==> config.mk <==
export PLATFORM = sky130hd
export DESIGN_NAME = utf8_stream_decoder_top
export DESIGN_NICKNAME = d
export VERILOG_FILES = /design/src/u8d_pkg.sv /design/src/u8d_front.sv /design/src/u8d_back.sv /design/src/utf8_stream_decoder_top.sv
export VERILOG_INCLUDE_DIRS = /design/src /design/src/src
export SDC_FILE = /design/constraint.sdc
export NUM_CORES = 1
export LEC_CHECK = 0
export BUFFER_PORTS_ARGS = -buffer_cell sky130_fd_sc_hd__buf_2
export CAP_MARGIN = 25
export CORE_ASPECT_RATIO = 0.5
export CORE_MARGIN = 3
export CORE_UTILIZATION = 51
export CTS_CLUSTER_SIZE = 40
export DETAILED_ROUTE_END_ITERATION = 12
export PLACE_DENSITY = 0.7
export SETUP_SLACK_MARGIN = 0.3
export SLEW_MARGIN = 20
export SYNTH_ARGS = -nofsm -noshare
export SYNTH_HDL_FRONTEND = slang
export SYNTH_SLANG_ARGS = --single-unit
==> constraint.sdc <==
create_clock -name i_clk -period 6.75 [get_ports i_clk]
set_input_delay 1.0125 -clock i_clk [delete_from_list [all_inputs] [get_ports i_clk]]
set_output_delay 1.0125 -clock i_clk [all_outputs]
set_load 0.1 [all_outputs]
==> src/assert_macros.svh <==
// assertion macros used by the decoder top level
`ifndef ASSERT_MACROS_SVH
`define ASSERT_MACROS_SVH

// same-cycle implication, checked outside reset
`define U8D_ASSERT_IMP(label, clk, rst_n, ante, cons, msg) \
    label: assert property (@(posedge clk) disable iff (!rst_n) (ante) |-> (cons)) \
        else $error(msg);

// next-cycle implication, checked outside reset
`define U8D_ASSERT_NEXT(label, clk, rst_n, ante, cons, msg) \
    label: assert property (@(posedge clk) disable iff (!rst_n) (ante) |=> (cons)) \
        else $error(msg);

`endif

==> src/u8d_pkg.sv <==
// shared types and constants of the utf-8 stream decoder
package u8d_pkg;

    localparam logic [7:0] ASCII_MAX = 8'd127;
    localparam logic [7:0] LEAD2_MIN = 8'd192;
    localparam logic [7:0] LEAD2_MAX = 8'd223;
    localparam logic [7:0] LEAD3_MAX = 8'd239;
    localparam logic [7:0] LEAD4_MAX = 8'd247;
    localparam logic [7:0] LEAD_SURR = 8'hED;
    localparam logic [7:0] SURR_BITS = 8'hA0;

    // lead class of one byte
    typedef struct packed {
        logic       bad;
        logic       is_ed;
        logic [2:0] need;
    } t_cls;

    localparam t_cls CLS_NONE = '{bad: 1'b1, is_ed: 1'b0, need: 3'd1};

    // one queued word
    typedef struct packed {
        logic [7:0] data;
        t_cls       cls;
        logic       last;
    } t_q_item;

    // decoder status seen at the top
    typedef struct packed {
        logic busy;
        logic emit;
    } t_back_status;

endpackage

==> src/u8d_front.sv <==
// input side: accepts words, classifies the lead byte and queues them
module u8d_front
    import u8d_pkg::*;
#(
    parameter int DEPTH = 4
) (
    input  logic       i_clk,
    input  logic       i_rst_n,
    input  logic       i_valid,
    output logic       o_stall,
    input  logic [7:0] i_byte_in,
    input  logic       i_last_byte,
    output logic       o_q_valid,
    output t_q_item    o_q_item,
    input  logic       i_q_pop
);

    localparam int AW = $clog2(DEPTH);
    localparam int CW = $clog2(DEPTH + 1);

    t_q_item       r_mem [DEPTH];
    logic [AW-1:0] r_wr;
    logic [AW-1:0] r_rd;
    logic [CW-1:0] r_cnt;
    logic          push;
    t_cls          cls;

    always_comb begin
        cls = '{bad: 1'b0, is_ed: 1'b0, need: 3'd1};
        if (i_byte_in <= ASCII_MAX) begin
            cls.need = 3'd1;
        end else if (i_byte_in < LEAD2_MIN || i_byte_in > LEAD4_MAX) begin
            cls.bad = 1'b1;
        end else if (i_byte_in <= LEAD2_MAX) begin
            cls.need = 3'd2;
        end else if (i_byte_in <= LEAD3_MAX) begin
            cls.need = 3'd3;
            cls.is_ed = (i_byte_in == LEAD_SURR);
        end else begin
            cls.need = 3'd4;
        end
    end

    assign o_stall   = (r_cnt == CW'(DEPTH));
    assign push      = i_valid && !o_stall;
    assign o_q_valid = (r_cnt != '0);
    assign o_q_item  = r_mem[r_rd];

    always_ff @(posedge i_clk) begin
        if (push) begin
            r_mem[r_wr] <= '{data: i_byte_in, cls: cls, last: i_last_byte};
        end
    end

    always_ff @(posedge i_clk) begin
        if (!i_rst_n) begin
            r_wr  <= '0;
            r_rd  <= '0;
            r_cnt <= '0;
        end else begin
            if (push) begin
                r_wr <= (r_wr == AW'(DEPTH - 1)) ? '0 : r_wr + 1'b1;
            end
            if (i_q_pop) begin
                r_rd <= (r_rd == AW'(DEPTH - 1)) ? '0 : r_rd + 1'b1;
            end
            case ({push, i_q_pop})
                2'b10:   r_cnt <= r_cnt + 1'b1;
                2'b01:   r_cnt <= r_cnt - 1'b1;
                default: r_cnt <= r_cnt;
            endcase
        end
    end

endmodule

==> src/u8d_back.sv <==
// decode side: holds the open sequence and issues one result per cycle while the output is not stalled
module u8d_back
    import u8d_pkg::*;
(
    input  logic         i_clk,
    input  logic         i_rst_n,
    input  logic         i_q_valid,
    input  t_q_item      i_q_item,
    output logic         o_q_pop,
    output logic         o_valid,
    input  logic         i_stall,
    output logic [20:0]  o_code_point,
    output logic         o_error,
    output logic [2:0]   o_bytes_consumed,
    output logic         o_end_of_run,
    output t_back_status o_status
);

    // true when the sequence at the head can be resolved now
    function automatic logic dec_ok(input t_cls c, input logic [7:0] b1,
                                    input logic [2:0] cnt, input logic fin);
        logic ok;
        begin
            ok = 1'b1;
            if (!c.bad && c.need != 3'd1) begin
                if (c.is_ed && cnt < 3'd2) begin
                    ok = fin;
                end else if (c.is_ed && (b1 & SURR_BITS) == SURR_BITS) begin
                    ok = 1'b1;
                end else if (cnt < c.need) begin
                    ok = fin;
                end
            end
            return ok;
        end
    endfunction

    logic [7:0]  r_buf [4];
    t_cls        r_cls [4];
    logic [2:0]  r_cnt;
    logic        r_fin;
    logic        r_busy;
    logic        r_out_valid;
    logic [20:0] r_cp;
    logic        r_err;
    logic [2:0]  r_used;
    logic        r_end;

    logic [7:0]  v_buf [4];
    t_cls        v_cls [4];
    logic [2:0]  v_cnt;
    logic        v_fin;
    logic [7:0]  rest_buf [4];
    t_cls        rest_cls [4];
    logic [2:0]  rest_cnt;
    logic        have_work;
    logic        ok;
    logic        surr;
    logic        err;
    logic [2:0]  used;
    logic [20:0] cp;
    logic        more;
    logic        out_free;
    logic        emit;

    always_comb begin
        v_buf = r_buf;
        v_cls = r_cls;
        v_cnt = r_cnt;
        v_fin = r_fin;
        if (!r_busy) begin
            v_buf[r_cnt[1:0]] = i_q_item.data;
            v_cls[r_cnt[1:0]] = i_q_item.cls;
            v_cnt             = r_cnt + 3'd1;
            v_fin             = i_q_item.last;
        end

        have_work = r_busy || i_q_valid;
        ok   = dec_ok(v_cls[0], v_buf[1], v_cnt, v_fin);
        surr = v_cls[0].is_ed && (v_cnt >= 3'd2) && ((v_buf[1] & SURR_BITS) == SURR_BITS);
        err  = v_cls[0].bad || surr || (v_cnt < v_cls[0].need);
        used = err ? 3'd1 : v_cls[0].need;

        case (used)
            3'd2:    cp = {10'd0, v_buf[0][4:0], v_buf[1][5:0]};
            3'd3:    cp = {5'd0, v_buf[0][3:0], v_buf[1][5:0], v_buf[2][5:0]};
            3'd4:    cp = {v_buf[0][2:0], v_buf[1][5:0], v_buf[2][5:0], v_buf[3][5:0]};
            default: cp = {13'd0, v_buf[0]};
        endcase
        if (err) begin
            cp = '0;
        end

        // slide the leftover bytes down to the head
        rest_buf = v_buf;
        rest_cls = v_cls;
        case (used)
            3'd1: begin
                rest_buf[0] = v_buf[1];
                rest_buf[1] = v_buf[2];
                rest_buf[2] = v_buf[3];
                rest_cls[0] = v_cls[1];
                rest_cls[1] = v_cls[2];
                rest_cls[2] = v_cls[3];
            end
            3'd2: begin
                rest_buf[0] = v_buf[2];
                rest_buf[1] = v_buf[3];
                rest_cls[0] = v_cls[2];
                rest_cls[1] = v_cls[3];
            end
            3'd3: begin
                rest_buf[0] = v_buf[3];
                rest_cls[0] = v_cls[3];
            end
            default: begin
                rest_cls[0] = CLS_NONE;
            end
        endcase
        rest_cnt = v_cnt - used;
        more     = (rest_cnt != 3'd0) && dec_ok(rest_cls[0], rest_buf[1], rest_cnt, v_fin);

        out_free = !r_out_valid || !i_stall;
        emit     = have_work && ok && out_free;
        o_q_pop  = !r_busy && i_q_valid && (!ok || out_free);
    end

    always_ff @(posedge i_clk) begin
        if (!i_rst_n) begin
            r_cnt       <= '0;
            r_busy      <= 1'b0;
            r_out_valid <= 1'b0;
        end else begin
            if (emit) begin
                r_cnt  <= rest_cnt;
                r_busy <= more;
            end else if (o_q_pop) begin
                r_cnt  <= v_cnt;
                r_busy <= 1'b0;
            end
            if (out_free) begin
                r_out_valid <= emit;
            end
        end
    end

    always_ff @(posedge i_clk) begin
        if (emit) begin
            r_buf  <= rest_buf;
            r_cls  <= rest_cls;
            r_fin  <= v_fin;
            r_cp   <= cp;
            r_err  <= err;
            r_used <= used;
            r_end  <= !more;
        end else if (o_q_pop) begin
            r_buf <= v_buf;
            r_cls <= v_cls;
            r_fin <= v_fin;
        end
    end

    assign o_valid          = r_out_valid;
    assign o_code_point     = r_cp;
    assign o_error          = r_err;
    assign o_bytes_consumed = r_used;
    assign o_end_of_run     = r_end;
    assign o_status         = '{busy: r_busy, emit: emit};

endmodule

==> src/utf8_stream_decoder_top.sv <==
// utf-8 stream decoder: raw string bytes in, code points out
// input channel: i_valid / o_stall carry one word per accept, i_byte_in with
// i_last_byte high on the final byte of a string
// output channel: o_valid / i_stall carry one result word: o_code_point,
// o_error (code point then zero), o_bytes_consumed (1..4) and o_end_of_run,
// which marks the last result caused by an input word
// a word that only extends an open sequence gives no result; a surrogate
// lead gives an error and its second byte restarts as a fresh lead; at the
// end of a string an open sequence reports its lead as an error and the
// held bytes after it are decoded again, so one word can give up to four
// results
// an accepted word lands in the QUEUE_DEPTH word queue at the accept edge;
// the decoder registers any result it gives in the output register
// while the output is not stalled, the decoder retires one result or one
// absorbed word per cycle; the queue buffers words and o_stall rises only
// when it is full; i_stall holds the output register and, once a result
// waits, the decoder issues no more results but still absorbs words that
// give none; reset (synchronous, active low) empties the queue, drops the
// open sequence and clears o_valid; no clearing pass is needed
`include "assert_macros.svh"

module utf8_stream_decoder_top
    import u8d_pkg::*;
#(
    parameter int QUEUE_DEPTH = 4
) (
    input  logic        i_clk,
    input  logic        i_rst_n,
    input  logic        i_valid,
    output logic        o_stall,
    input  logic [7:0]  i_byte_in,
    input  logic        i_last_byte,
    output logic        o_valid,
    input  logic        i_stall,
    output logic [20:0] o_code_point,
    output logic        o_error,
    output logic [2:0]  o_bytes_consumed,
    output logic        o_end_of_run
);

    // queue head towards the decoder
    logic         q_valid;
    t_q_item      q_item;
    logic         q_pop;
    t_back_status back_st;

    // front: classify and queue incoming words
    u8d_front #(
        .DEPTH (QUEUE_DEPTH)
    ) u_front (
        .i_clk       (i_clk),
        .i_rst_n     (i_rst_n),
        .i_valid     (i_valid),
        .o_stall     (o_stall),
        .i_byte_in   (i_byte_in),
        .i_last_byte (i_last_byte),
        .o_q_valid   (q_valid),
        .o_q_item    (q_item),
        .i_q_pop     (q_pop)
    );

    // back: assemble sequences and issue results
    u8d_back u_back (
        .i_clk            (i_clk),
        .i_rst_n          (i_rst_n),
        .i_q_valid        (q_valid),
        .i_q_item         (q_item),
        .o_q_pop          (q_pop),
        .o_valid          (o_valid),
        .i_stall          (i_stall),
        .o_code_point     (o_code_point),
        .o_error          (o_error),
        .o_bytes_consumed (o_bytes_consumed),
        .o_end_of_run     (o_end_of_run),
        .o_status         (back_st)
    );

    // an error result carries no code point and only its lead byte
    `U8D_ASSERT_IMP(a_err_clean, i_clk, i_rst_n, o_valid && o_error, (o_code_point == 21'd0) && (o_bytes_consumed == 3'd1), "error result not clean")

    // a single-byte result is plain ascii
    `U8D_ASSERT_IMP(a_one_byte, i_clk, i_rst_n, o_valid && !o_error && (o_bytes_consumed == 3'd1), o_code_point <= 21'd127, "single byte result out of range")

    // a result that is not the last of its word leaves the decoder busy
    `U8D_ASSERT_IMP(a_run_open, i_clk, i_rst_n, o_valid && !o_end_of_run, back_st.busy, "open run with idle decoder")

    // a decoded result shows on the output in the next cycle
    `U8D_ASSERT_NEXT(a_emit_shown, i_clk, i_rst_n, back_st.emit, o_valid, "issued result lost")

endmodule

==> results of run 1 <==
[cells in the mapped netlist, drive strengths merged, types with 3 or more instances]
cell type and number:
edfxtp 135, nand2 48, mux2i 46, a21oi 42, nor2 42, mux2 24
inv 18, o21ai 18, o22ai 18, buf 17, o221ai 15, clkbuf 14
dfxtp 14, ha 13, mux4 12, and2 8, nor3 8, nor2b 7
a21boi 6, a211oi 5, a221oi 5, nand3 5, xnor2 5, and3 4
o21a 4, o22a 4, a31oi 3, and3b 3, nand3b 3, nor4b 3
o211ai 3, or3 3, xor2 3
[sequential cells by signal (all words and copies together), names as in the netlist, named ones only]
| register | flops |
|---|---|
| u_front.r_mem | 56 |
| u_back.r_fin | 1 |
| u_back.o_end_of_run | 1 |
| u_front.r_cnt | 3 |
| u_back.r_cnt | 3 |
| u_back.r_busy | 1 |
| u_back.r_cls | 20 |
| u_front.r_wr | 2 |
| u_back.o_valid | 1 |
| u_back.o_code_point | 21 |
| u_back.o_bytes_consumed | 3 |
| u_back.o_error | 1 |
| u_front.r_rd | 2 |
| u_back.r_buf | 32 |
[per-layer routing]
metal,track usage,routed length [microns]
met5,0,0
met4,0.0473,206
met3,0.0554,1220
met2,0.328,7770
met1,0.315,7910
[cell usage in the layout, fill, tap and decap left out, types with 4 or more instances in the layout]
master / synthesis / routed
edfxtp_1: 135 / 135
nand2_1: 47 / 46
mux2i_1: 43 / 43
nor2_1: 41 / 41
a21oi_1: 41 / 41
buf_2: 10 / 40
mux2_2: 21 / 21
o22ai_1: 18 / 18
clkbuf_16: 0 / 17
inv_1: 15 / 15
o21ai_0: 15 / 15
o221ai_1: 15 / 15
dfxtp_1: 14 / 14
ha_1: 13 / 13
mux4_2: 12 / 12
buf_4: 1 / 10
nor3_1: 8 / 8
and2_1: 8 / 8
a21boi_0: 6 / 6
nand3_1: 5 / 5
a221oi_1: 5 / 5
inv_6: 0 / 5
nor2b_1: 7 / 4
xnor2_1: 4 / 4
and3_1: 4 / 4
o21a_1: 4 / 4
o22a_1: 4 / 4
inv_8: 0 / 4
[worst paths after layout]
path / startpoint / endpoint / slack (ns) / depth (start not counted)
max reg2reg: register / u_back.o_end_of_run / 1.93 / 15
min reg2reg: u_front.r_wr[1] / u_front.r_wr[1] / 0.51 / 2
max: register / u_back.o_end_of_run / 1.93 / 15
min: u_front.r_wr[1] / u_front.r_wr[1] / 0.51 / 2
[per-stage QoR]
stage	hold slack (ns)	instances	util	cell area, sq um	setup WS (ns)
6_report	0.512	828	0.610	8570	1.93
5_1_grt	0.548	828	0.610	8570	1.68
4_1_cts	0.522	826	0.609	8550	1.93
3_5_place_dp	0.511	794	0.566	7940	1.96
3_3_place_gp	0.500	794	0.566	7940	2.05
2_1_floorplan	0.467	584	-	7580	2.05
[cell families (layout without fill, tap and decap cells)]
logic type | after synthesis | count (layout) | synth area share
AOI/OAI and AO/OA | 138 | 138 | 0.127
xor gates and xnor gates | 8 | 8 | 0.0102
adders and majority gates | 16 | 16 | 0.0281
buffers and inverters | 49 | 101 | 0.0297
DFF | 149 | 149 | 0.572
muxes | 82 | 82 | 0.139
and+or+nand+nor | 142 | 142 | 0.0941
[final cells by class]
| class | count | area, sq um |
|---|---|---|
| Timing Repair Buffer | 51 | 290 |
| Fill cell | 1145 | 5470 |
| Tap cell | 192 | 240 |
| Clock buffer | 17 | 425 |
| Clock inverter | 15 | 181 |
| Sequential cell | 149 | 4330 |
| Multi-Input combinational cell | 386 | 3030 |
| Inverter | 18 | 70.1 |
[worst register-to-register path: stages (launching register included)]
cell	delay, ns
dfxtp_1	0.84
mux2_2	0.43
mux2_2	0.34
mux2i_4	0.34
ha_1	0.32
or2_2	0.30
o2111a_2	0.19
inv_4	0.24
nor2_1	0.12
fa_1	0.66
inv_1	0.08
ha_1	0.27
nor2_1	0.04
a31oi_1	0.18
nand2_1	0.07
a21bo_1	0.16
==> metrics.csv, run 1 <==
stage,metric,value,unit
status,status,completed,
floorplan,initial_core_util,0.540,
finish,layout.nets,651,
synthesis,syn_nets,612,
global_route,grt_pass1_vias,4797,
synthesis,synth_edf_count,135,
place,dp_hpwl,11100,microns
sta,worst_pin_slew,0.840,ns
place,io_buffers,40,
critical_path,crit_chain,mux2_2 -> mux2_2 -> mux2i_4 -> ha_1 -> or2_2 -> o2111a_2 -> inv_4 -> nor2_1 -> fa_1 -> inv_1 -> ha_1 -> nor2_1 -> a31oi_1 -> nand2_1 -> a21bo_1,
synthesis,ys.flop_type,edfxtp_1,
synthesis,async_reset_ff_frac,0,
sta,setup_violations,0,
sta,maxSlewHeadroom,0.438,
clocking,htree_levels,4,
routing,drc,0,
critical_path,critPathKind,reg2reg,
clocking,cts_setup_buffers,0,
routing,ant_nets,0,
routing,routed_wl,17100,microns
flow_run,drv_cap,0,
critical_path,endpoint_kind,register,
finish,syn2layout_area_growth,13.1,%
synthesis,syn_area,7580,sq um
floorplan,die-area,16400,sq um
routing,dr.pass1.iters,5,
synthesis,synthCells,584,
clocking,clockBufferDepth,2,
clocking,clk_latency,0.42,ns
critical_path,crit_required,6.92,ns
sta,fin_crit_sh,0.714,
global_route,globalRouteOverflowTotal,0,
clocking,clock-sinks,149,
place,gp_congestion,0.856,
hold_path,min_path_type,reg2reg,
synthesis,synth_top_area_share,0.535,
synthesis,synth.distinct_cells,71,
critical_path,slowest_stage,dfxtp_1,
clocking,cts.hold.buffers_added,0,
routing,drt-initial-drc-count,646,
floorplan,die_w,178,microns
floorplan,fp.dieH,92.2,microns
critical_path,path_delay_family,adder cells,
synthesis,ys_ff_latch,149,
critical_path,critPathMaxFanout,17,
clocking,cts_tree,built,
critical_path,max_stage_delay,0.84,ns
clocking,cts-root-buf,clkbuf_16,
critical_path,cp.arrival,4.99,ns
clocking,clk_pin_slew_worst_paths,0.06,ns
synthesis,yosysTopAreaCell,edfxtp_1,
sta,fmax,208,MHz
finish,diodes,0,
sta,slew_viol_final,0,
sta,hold_viol_final,0,
global_route,antenna_found_initial,0,
synthesis,ys_warn_count,0,
sta,fin_tns_setup,0,ns
floorplan,coreArea,14000,sq um
critical_path,cp-start-kind,register,
sta,rsz0062_at_grt,no,
routing,wire_per_inst,20.7,microns
critical_path,worst-path-buf-inv,2,
sta,period_needed,4.82,ns
floorplan,io_pins,41,
global_route,grt_pass1_wl,27100,microns
floorplan,num_rows,30,
global_route,grt_max_degree,54,
routing,via_count,5094,
clocking,ctsResizeCount,0,
routing,viasPerCell,6.15,
synthesis,synthTopCellsByArea,"edfxtp_1, mux2i_1, dfxtp_1, mux4_2, mux2_2",
synthesis,synth_seq_area_share,0.572,
finish,drive_gt1_frac,0.228,
sta,fin_skew,0.00826,ns
global_route,grt_util_all_layers,0.216,
synthesis,syn_avg_cell_area,13.0,sq um
clocking,cts_made_buffers,17,
Power of run 1 is not shown: default switching activity piles up to over one toggle a cycle in this logic, so the estimate is an artifact.
==> run 2: changes to the inputs <==
Clock period 6.75 ns to 4.9 ns, I/O delays scaled along.
==> metrics.csv, run 2 (synthesis gave the netlist of run 1 again) <==
stage,metric,value,unit,change
status,status,completed,,
sta,fin_crit_sh,0.883,,+0.169
global_route,globalRouteOverflowTotal,0,,unchanged
critical_path,critPathCapture,u_back.o_end_of_run,,
sta,worst_pin_slew,0.828,ns,-0.0121 ns
clocking,clock-sinks,149,,unchanged
place,io_buffers,40,,unchanged
routing,drc,0,,unchanged
flow_run,drv_cap,0,,unchanged
global_route,antenna_found_initial,1,,+1
routing,dr.pass1.iters,5,,unchanged
finish,final_cell_count_no_fill,834,,+0.72%
sta,slew_viol_final,0,,unchanged
routing,routed_wl,17000,microns,-0.68%
critical_path,reg2reg_slack,0.57,ns,-1.36 ns
floorplan,io_pins,41,,unchanged
clocking,clockBufferDepth,2,,unchanged
clocking,cts-root-buf,clkbuf_16,,
critical_path,critPathKind,reg2reg,,
global_route,grt_pass1_wl,26900,microns,-0.51%
routing,ant_nets,0,,unchanged
floorplan,initial_core_util,0.540,,unchanged
finish,diodes,0,,unchanged
clocking,cts_made_buffers,17,,unchanged
critical_path,reg2reg_depth,15,,unchanged
finish,syn2layout_area_growth,13.5,%,
critical_path,cp-start-kind,register,,
sta,hold_viol_final,0,,unchanged
floorplan,coreArea,14000,sq um,unchanged
sta,fmax,231,MHz,+11%
critical_path,endpoint_kind,register,,
sta,fin_skew,0.0120,ns,+0.00372 ns
clocking,htree_levels,4,,unchanged
routing,wire_per_inst,20.4,microns,-1.4%
finish,top_register,u_front.r_mem,,
finish,layout_commonest_cell,edfxtp_1,,
floorplan,die_w,178,microns,unchanged
finish,reg.largest.list,"u_front.r_mem: 56 flops, u_back.r_buf: 32 flops, u_back.o_code_point: 21 flops",,
sta,rsz0062_at_grt,no,,
finish,drive_gt1_frac,0.237,,+0.00877
place,dp_cells,801,,+0.88%
place,dp_slack,0.447,ns,-1.51 ns
critical_path,cp.arrival,4.51,ns,-0.48 ns
routing,via_count,5064,,-0.59%
critical_path,r2r_end,u_back.o_end_of_run,,
hold_path,min_path_type,reg2reg,,
finish,multiInputGateArea,3030,sq um,unchanged
finish,final_cell_mix,"edfxtp_1, nand2_1, mux2i_1",,
critical_path,critPathMaxFanout,17,,unchanged
sta,period_needed,4.33,ns,-0.491 ns
place,gp_congestion,0.880,,+2.9%
finish,layout.nets,657,,+0.92%
clocking,clk_latency,0.42,ns,about the same
place,dp_hpwl,11400,microns,+2.6%
clocking,cts.hold.buffers_added,0,,unchanged
clocking,clk_pin_slew_worst_paths,0.07,ns,about the same
finish,n_fill_cell,1114,,-2.7%
floorplan,die-area,16400,sq um,unchanged
global_route,grt_max_degree,53,,-1.9%
sta,setup_slack,0.574,ns,-1.36 ns
sta,setup_violations,0,,unchanged
floorplan,num_rows,30,,unchanged
clocking,cts_tree,built,,
critical_path,crit_required,5.08,ns,-1.84 ns
global_route,grt_util_all_layers,0.217,,about the same
routing,viasPerCell,6.07,,-1.3%
sta,maxSlewHeadroom,0.448,,+0.00962
routing,drt-initial-drc-count,797,,+23%
global_route,grt_pass1_vias,4697,,-2.1%
finish,largest_reg_flops,56,,unchanged
finish,regArea,4340,sq um,about the same
sta,fin_tns_setup,0,ns,unchanged
floorplan,fp.dieH,92.2,microns,unchanged
run 2: through the flow:
step	util	hold slack (ns)	area, sq um
2_1_floorplan	-	0.467	7580
4_1_cts	0.612	0.525	8590
6_report	0.613	0.523	8600
3_5_place_dp	0.569	0.515	7990
5_1_grt	0.613	0.534	8600
3_3_place_gp	0.569	0.504	7990
run 2: final cells by class:
| class | instances | share of cell area |
|---|---|---|
| Tap cell | 192 | 0.0279 |
| Inverter | 18 | 0.00815 |
| Clock inverter | 15 | 0.0201 |
| Timing Repair Buffer | 57 | 0.0381 |
| Clock buffer | 17 | 0.0495 |
| Multi-Input combinational cell | 386 | 0.352 |
| Sequential cell | 149 | 0.504 |
run 2: metal layers:
metal / wire length (microns) / track usage / vias to the layer above
met5: 0 / 0 / -
met4: 183 / 0.0544 / 0
met3: 1150 / 0.0422 / 20
met2: 7550 / 0.320 / 203
met1: 8110 / 0.328 / 2480
li1: - / - / 2361
run 2: worst max-delay path, cell delays in order (launching register included):
cell      delay, ns
dfxtp_2        0.43
mux2_2         0.37
mux2_2         0.35
mux2i_4        0.29
ha_1           0.30
or2_2          0.30
o2111a_2       0.19
inv_4          0.25
nor2_1         0.12
fa_1           0.65
inv_1          0.08
ha_1           0.27
nor2_1         0.04
a31oi_1        0.17
nand2_1        0.07
a21bo_1        0.18
run 2: worst min-delay path by stage:
stage	startpoint	end	slack, ns	cells past startpoint
finish	u_front.r_wr[1]	u_front.r_wr[1]	0.52	2
global route	i_last_byte	u_front.r_mem[0][0]	0.53	1
CTS	i_last_byte	u_front.r_mem[3][0]	0.52	1
detailed placement	u_front.r_wr[1]	u_front.r_wr[1]	0.52	2
global placement	u_front.r_wr[1]	u_front.r_wr[1]	0.50	2
floorplan	u_front.r_rd[1]	register	0.47	2
run 2: timing repair:
action,4_1_cts,5_1_grt
endpoints found under the setup margin,0,1
buffers inserted,0,1
resized for setup,0,1
Power of run 2 is left out for the same reason.
